===== src/design/cnm_pkg.sv =====
package cnm_pkg;

  localparam int MAX_WIDTH = 1024;
  localparam int COL_W     = $clog2(MAX_WIDTH);
  localparam int WIDTH_W   = 11;
  localparam int HEIGHT_W  = 12;
  localparam int CFG_W     = 12;

  // configuration register indexes
  localparam logic REG_IMAGE_WIDTH  = 1'b0;
  localparam logic REG_IMAGE_HEIGHT = 1'b1;

  // walk of the 3x3 grid (row-major, top-left first), clockwise and closed
  localparam int RING_ORDER [9] = '{0, 1, 2, 5, 8, 7, 6, 3, 0};

  typedef struct packed {
    logic       frame_done;
    logic [2:0] crossing_count;
    logic       is_minutia;
  } res_t;

  typedef struct packed {
    logic col_nz;
    logic col_first;
    logic col_last;
    logic row_last;
    logic upper;
    logic upper2;
  } pos_t;

  // column (top in bit 0) moved one row down with the bottom repeated
  function automatic logic [2:0] lower_col(logic [2:0] col);
    return {col[2], col[2], col[1]};
  endfunction

  function automatic res_t make_res(logic [2:0] l, logic [2:0] c, logic [2:0] r,
                                    logic done);
    logic [8:0] grid;
    logic [3:0] changes;
    logic [2:0] cn;
    res_t       res;
    grid    = {r[2], c[2], l[2], r[1], c[1], l[1], r[0], c[0], l[0]};
    changes = '0;
    for (int k = 0; k < 8; k++) begin
      changes = changes + {3'd0, grid[RING_ORDER[k]] ^ grid[RING_ORDER[k+1]]};
    end
    cn                 = changes[3:1];
    res.crossing_count = cn;
    res.is_minutia     = c[1] && (cn == 3'd1 || cn == 3'd3);
    res.frame_done     = done;
    return res;
  endfunction

endpackage


===== src/design/crossing_number_minutiae_top.sv =====
// Crossing-number minutiae detector for a thinned binary image streamed in raster
// order, one pixel per word on the s_ side (tdata bit 0, 1 = ridge). Each pixel's
// 8-neighbour ring (borders replicate the edge pixels) gives a crossing number 0..4;
// a foreground pixel with crossing number 1 (ending) or 3 (bifurcation) is flagged.
// Results for a row come out while the next row streams in; the last row is
// finished alongside the row above it, so a frame needs no trailing input. A pixel
// yields 0 to 4 result words; tlast marks the last word caused by that pixel and
// tuser marks the frame's last pixel. Rate: one pixel per clock as long as each
// pixel yields at most one word and m_tready stays high; a pixel yielding k words
// (up to 4 at the last column of the last row) holds the single output register
// until its last word is taken, so a following pixel that also yields words waits
// and the input stalls with it. The first word caused by a pixel passes the stage-1
// register and then the output register. Two bits of row history per column
// live in a 1024 x 2 RAM with one read and one write port; read-after-write on the
// same column (one-pixel rows) is forwarded. The RAM is not cleared after reset; the
// top row of a frame never reads it and the second row reads only the bit written
// by the top row. Sizes: image_width (index 0, 0 acts as 1, capped at 1024) and
// image_height (index 1, 0 acts as 1), both 512 after reset; write them only while
// idle.
module crossing_number_minutiae_top (
  input  logic        clk,
  input  logic        rst,
  input  logic        s_tvalid,
  output logic        s_tready,
  input  logic [7:0]  s_tdata,   // [0] pixel_value, [7:1] zero
  output logic        m_tvalid,
  input  logic        m_tready,
  output logic [7:0]  m_tdata,   // [0] is_minutia, [3:1] crossing_count, [7:4] zero
  output logic        m_tlast,   // run_last
  output logic        m_tuser,   // [0] frame_done
  input  logic        cfg_we,
  input  logic        cfg_index,
  input  logic [cnm_pkg::CFG_W-1:0] cfg_data
);
  import cnm_pkg::*;

  // configuration
  logic [WIDTH_W-1:0]  image_width;
  logic [HEIGHT_W-1:0] image_height;

  always_ff @(posedge clk) begin
    if (rst) begin
      image_width  <= WIDTH_W'(512);
      image_height <= HEIGHT_W'(512);
    end else if (cfg_we) begin
      unique case (cfg_index)
        REG_IMAGE_WIDTH:  image_width  <= cfg_data[WIDTH_W-1:0];
        REG_IMAGE_HEIGHT: image_height <= cfg_data[HEIGHT_W-1:0];
        default: ;
      endcase
    end
  end

  // effective sizes and position flags of the incoming pixel
  logic [WIDTH_W-1:0]  w_eff;
  logic [HEIGHT_W-1:0] h_eff;
  logic [COL_W-1:0]    column_index;
  logic [HEIGHT_W-1:0] row_index;
  pos_t                pos;
  logic                accept;
  logic                s1_fire;
  logic                s1_valid;

  always_comb begin
    if (image_width == '0) w_eff = WIDTH_W'(1);
    else if (image_width > WIDTH_W'(MAX_WIDTH)) w_eff = WIDTH_W'(MAX_WIDTH);
    else w_eff = image_width;
    h_eff = (image_height == '0) ? HEIGHT_W'(1) : image_height;

    pos.col_nz    = column_index != '0;
    pos.col_first = column_index == '0;
    pos.col_last  = ({1'b0, column_index} + WIDTH_W'(1)) >= w_eff;
    pos.row_last  = ({1'b0, row_index} + 13'd1) >= {1'b0, h_eff};
    pos.upper     = row_index >= HEIGHT_W'(1);
    pos.upper2    = row_index >= HEIGHT_W'(2);
  end

  assign s_tready = !s1_valid || s1_fire;
  assign accept   = s_tvalid && s_tready;

  always_ff @(posedge clk) begin
    if (rst) begin
      column_index <= '0;
      row_index    <= '0;
    end else if (accept) begin
      if (pos.col_last) begin
        column_index <= '0;
        row_index    <= pos.row_last ? '0 : row_index + HEIGHT_W'(1);
      end else begin
        column_index <= column_index + COL_W'(1);
      end
    end
  end

  // row history RAM: bit 0 previous row, bit 1 the row before it
  logic [1:0]       row_store [MAX_WIDTH];
  logic [1:0]       mem_q;
  logic [1:0]       wr_data;
  logic [COL_W-1:0] s1_col;

  always_ff @(posedge clk) begin
    if (s1_fire) row_store[s1_col] <= wr_data;
    if (accept)  mem_q <= row_store[column_index];
  end

  // stage 1: pixel waiting for its history word
  logic       s1_pix;
  pos_t       s1_pos;
  logic       s1_byp;
  logic [1:0] s1_byp_data;

  always_ff @(posedge clk) begin
    if (rst) begin
      s1_valid <= 1'b0;
    end else if (accept) begin
      s1_valid <= 1'b1;
    end else if (s1_fire) begin
      s1_valid <= 1'b0;
    end
  end

  always_ff @(posedge clk) begin
    if (accept) begin
      s1_pix      <= s_tdata[0];
      s1_col      <= column_index;
      s1_pos      <= pos;
      // same column written back on this edge: the RAM read returns stale data
      s1_byp      <= s1_fire && (s1_col == column_index);
      s1_byp_data <= wr_data;
    end
  end

  // history merge, window shift and the four candidate results
  logic [8:0] window_bits;
  logic [8:0] win_next;
  logic [1:0] hist;
  logic       rb, ra;
  logic [2:0] up, l, c, r;
  res_t       cand [4];
  logic [3:0] cand_mask;

  always_comb begin
    hist     = s1_byp ? s1_byp_data : mem_q;
    rb       = s1_pos.upper  ? hist[0] : s1_pix;
    ra       = s1_pos.upper2 ? hist[1] : rb;
    wr_data  = {rb, s1_pix};
    up       = {s1_pix, rb, ra};
    win_next = s1_pos.col_first ? {up, up, up} : {up, window_bits[8:3]};
    l        = win_next[2:0];
    c        = win_next[5:3];
    r        = win_next[8:6];

    // pixel one column back, then the last-column pixel, each for the row above
    // and (on the last row) for the current row
    cand[0] = make_res(l, c, r, 1'b0);
    cand[1] = make_res(lower_col(l), lower_col(c), lower_col(r), 1'b0);
    cand[2] = make_res(c, r, r, 1'b0);
    cand[3] = make_res(lower_col(c), lower_col(r), lower_col(r), 1'b1);
    cand_mask = {s1_pos.col_last & s1_pos.row_last,
                 s1_pos.col_last & s1_pos.upper,
                 s1_pos.col_nz   & s1_pos.row_last,
                 s1_pos.col_nz   & s1_pos.upper};
  end

  always_ff @(posedge clk) begin
    if (rst) begin
      window_bits <= '0;
    end else if (s1_fire) begin
      window_bits <= win_next;
    end
  end

  // output register: up to four pending words, sent lowest first
  res_t       ent [4];
  logic [3:0] ent_mask;
  logic [3:0] rest_mask;
  logic [1:0] sel;
  logic       out_hs;
  logic       out_last;

  always_comb begin
    sel = 2'd0;
    for (int i = 3; i >= 0; i--) begin
      if (ent_mask[i]) sel = 2'(i);
    end
    rest_mask = ent_mask & (ent_mask - 4'd1);
    out_last  = rest_mask == '0;
  end

  assign m_tvalid = ent_mask != '0;
  assign m_tdata  = {4'd0, ent[sel].crossing_count, ent[sel].is_minutia};
  assign m_tlast  = out_last;
  assign m_tuser  = ent[sel].frame_done;
  assign out_hs   = m_tvalid && m_tready;

  assign s1_fire = s1_valid && (cand_mask == '0 || ent_mask == '0 || (out_hs && out_last));

  always_ff @(posedge clk) begin
    if (rst) begin
      ent_mask <= '0;
    end else if (s1_fire && cand_mask != '0) begin
      ent_mask <= cand_mask;
    end else if (out_hs) begin
      ent_mask <= rest_mask;
    end
  end

  always_ff @(posedge clk) begin
    if (s1_fire && cand_mask != '0) begin
      for (int i = 0; i < 4; i++) ent[i] <= cand[i];
    end
  end

  // checks
  frame_end_closes_run: assert property (@(posedge clk) disable iff (rst)
    m_tvalid && m_tuser |-> m_tlast)
    else $error("frame_done word is not the last word of its pixel");

  count_in_range: assert property (@(posedge clk) disable iff (rst)
    m_tvalid |-> m_tdata[3:1] <= 3'd4)
    else $error("crossing count above four");

  minutia_code: assert property (@(posedge clk) disable iff (rst)
    m_tvalid && m_tdata[0] |-> (m_tdata[3:1] == 3'd1 || m_tdata[3:1] == 3'd3))
    else $error("minutia flagged with crossing count other than one or three");

  stage_holds: assert property (@(posedge clk) disable iff (rst)
    s1_valid && !s1_fire |=> s1_valid && $stable(s1_col) && $stable(s1_pix))
    else $error("stalled pixel lost or changed before its results were queued");

endmodule


===== config.mk =====
export PLATFORM = sky130hd
export DESIGN_NAME = crossing_number_minutiae_top
export DESIGN_NICKNAME = d
export VERILOG_FILES = /design/src/design/cnm_pkg.sv /design/src/design/crossing_number_minutiae_top.sv
export SDC_FILE = /design/constraint.sdc
export NUM_CORES = 2
export LEC_CHECK = 0
export BUFFER_PORTS_ARGS = -buffer_cell sky130_fd_sc_hd__buf_2
export CAP_MARGIN = 20
export CORE_ASPECT_RATIO = 0.5
export CORE_UTILIZATION = 28
export DETAILED_ROUTE_END_ITERATION = 10
export HOLD_SLACK_MARGIN = 0.05
export PLACE_DENSITY = 0.43
export SLEW_MARGIN = 30
export SYNTH_ARGS = -nofsm -noshare
export SYNTH_HDL_FRONTEND = slang
export SYNTH_SLANG_ARGS = --single-unit

===== constraint.sdc =====
create_clock -name clk -period 57.2 [get_ports clk]
set_clock_uncertainty 0.1 [all_clocks]
set_input_delay 5.72 -clock clk [delete_from_list [all_inputs] [get_ports clk]]
set_output_delay 5.72 -clock clk [all_outputs]
set_load 0.02 [all_outputs]

==> metrics.yaml <==
outcome:
  status: "finished clean"
worst_setup_path:
  critical-path-slowest-cell: "a221oi_1"
  rr_worst_depth: 11
  criticalPathCategory: "primary input to primary output"
  critPathArrivalTime_ns: 6.52
  timing.rr.end: "mem_q[0]"
  worstPathRequired_ns: 51.38
  rr_startpoint: "column_index[0]"
  critPathLaunchType: "primary input"
  path_delay_family: "compound AO/OA/AOI/OAI gates"
  path_cells: "buf_2 -> a221oi_1 -> nand2_1 -> buf_2"
  reg2reg_slack_ns: 50.88
  cp_num_buf_inv: 2
  crit_path_frequent_cell: "buf_2"
  worst-path-max-fanout: 3
  end_kind: "primary output"
  cpPeakStageDelay_ns: 0.36
clock_network:
  ctsResizeCount: 0
  cts.path.max_buffers: 4
  ctsHtreeMaxLevel: 4
  cts_root_buffer: "clkbuf_16"
  hold_buffers: 0
  numCtsBuffers: 219
  cts_tree: "done"
  clock_latency_ns: 0.89
  cts_setup_buffers: 0
  clkTransAtPathRegs_ns: 0.06
  clkSinkCount: 2139
synth:
  synth-compound-area-share_pct: 2.71
  yosys_register_bits: 2139
  yosysMostFrequentCell: "edfxtp_1"
  syn_avg_cell_area_um2: 16.9
  synth_xor_xnor_area_share_pct: 0.496
  muxShareOfSynthArea_pct: 14.5
  syn_inst: 5238
  synth-adder-area-share_pct: 0.714
  synth_top_family_by_area: "multiplexers"
  synth-simple-area-share_pct: 6.97
  yosysTopAreaCellShare_pct: 70.8
  synth_common_cells: "2,083 x edfxtp_1, 1,088 x nor2_1, 508 x mux4_2"
  synthArstFlopShare_pct: 0
  yosysUniqueCellTypes: 68
  synth_edf_count: 2083
  synth_area_leaders: "edfxtp_1 71%, mux4_2 13%, nor2_1 4.6%"
  synthFlopType: "edfxtp_1"
  ys_warn_count: 0
  ys_seq_area_share_pct: 72.1
  synth_top_area_cell: "edfxtp_1"
  syn-cell-area_um2: 88400
hold_path:
  min-delay-start: "image_height[0]"
  min_path_cells: 2
  hp-class: "flip-flop to flip-flop"
  worstHoldEndpoint: "image_height[0]"
sta:
  setup_violations: 0
  slew_viol_final: 0
  hold_violations: 0
  min_period_ns: 12.34
  fin_hold_ws_ns: 0.374
  fin_crit_sh_pct: 21.6
  max_slew.worst_pin.slew_ns: 1.12
  maxSlewHeadroom_pct: 25.0
  tns_ns: 0
  fmax_mhz: 81.0
  rsz0062_at_grt: "no"
placement:
  dp_cells: 9191
  place_hpwl_mm: 163
  portBuffers: 26
  place_area_um2: 93400
  place_congestion: 0.795
route:
  drt-initial-drc-count: 5721
  viasPerCell: 5.12
  vias: 49100
  drtAntennaViolNets: 0
  routed_wl_mm: 287
  routedWlPerCell_um: 30.0
  drcViolationCount: 0
  drtPass1Iterations: 6
cells_and_area:
  syn_to_final_growth_pct: 13.8
  seq_area_um2: 63700
  drive_gt1_share_pct: 20.4
  layout.cells.non_filler: 9590
  nets: 5296
  post-route-cell-area_um2: 101000
  nFillCells: 30300
  multi_input_area_um2: 22900
global_route:
  grt_pass1_vias: 50400
  track_usage_pct: 17.6
  grt_first_pass_wirelength_mm: 398
  grt_max_degree: 246
  grt-ovfl-total: 0
  antenna_found_initial: 18
die:
  num_rows: 145
  die-area_um2: 318000
  initial_core_util_pct: 28.2
  io_pins: 38
  core_um2: 313000
  dieWidth_um: 796
  die-height_um: 399
pwr:
  ir_drop_mv: 0.0227
  report.power.total_uw: 3460
  p_per_area_nw_per_um2: 34.4
  power_leakage_uw: 0.0302
run:
  cap_violations: 0
metal layers:
| layer | track usage [%] | routed length (um) |
|---|---|---|
| met1 | 24.6 | 124000 |
| met2 | 29.1 | 136000 |
| met4 | 4.28 | 7140 |
| met5 | 0 | 9 |
| met3 | 2.79 | 20200 |
area by class of cell:
class                   count  area share, %
diodes                      5         0.0124
clock buffers             260           5.61
clock inverters           130           1.41
inverters                  58          0.221
multi-input cells        2630           22.8
flip-flops and latches   2139           63.3
well taps                4189           5.21
repair buffers            179           1.46
flip-flops by register name, indices dropped and copies added (netlist names), 2 cells and up:
register      count
s1_byp_data       2
s1_pos            6
s1_col           10
mem_q             2
row_store      2048
image_width      11
column_index     10
image_height     12
ent_mask          4
row_index        12
window_bits       6
ent              13
tightest hold or removal path, delay by kind of cell, from the launching register on:
kind               cells  cell delay, ns
and+or+nand+nor        1            0.05
AOI/OAI and AO/OA      1            0.06
DFF                    1            0.32
through the flow:
stage,util [%],setup slack (ns)
after floorplan,-,8.94
after global placement,29.8,44.82
after detailed placement,29.8,44.84
after CTS,32.1,44.83
after global routing,32.1,44.74
final,32.1,44.86
report_power, final:
part	internal [uW]	switching [uW]
logic	96.9	158
registers	1740	6.29
clock network	836	621
total	2680	785
worst max-delay path by stage:
stage                 to     start  depth (start not counted)
3_5_place_dp    s_tready  m_tready                          4
6_report        s_tready  m_tready                          4
2_1_floorplan  ent[2][0]    s1_pix                          8
3_3_place_gp    s_tready  m_tready                          4
5_1_grt         s_tready  m_tready                          4
4_1_cts         s_tready  m_tready                          4
cell families (layout without fill, tap and decap cells):
logic type | Yosys count | after routing
DFF | 2139 | 2139
muxes | 646 | 646
and+or+nand+nor | 1534 | 1534
buffers and inverters | 472 | 627
AOI/OAI and AO/OA | 352 | 352
other | 1 | 9
adders and majority gates | 44 | 44
xor gates and xnor gates | 50 | 50
cells in the final DEF (no fill, tap or decap), drive strengths merged, types with 6 or more instances in the layout:
cell type	count
clkinv	92
nand4	12
clkinvlp	7
a221oi	17
a2111oi	6
o21ai	47
a21oi	74
o211ai	10
mux2	20
o22ai	26
fa	11
buf	178
edfxtp	2083
inv	59
nand2b	11
a22o	6
a211oi	11
nor2	1088
o221ai	13
nand3	52
nor2b	18
nor3	21
xnor2	36
bufinv	30
o32ai	14
nor4	15
nand2	264
and3	16
and2	14
dfxtp	56
a21o	12
clkbuf	261
a22oi	63
a31oi	19
mux4	508
mux2i	118
xor2	14
nor3b	10
ha	32
(Power assumes the default switching activity.)
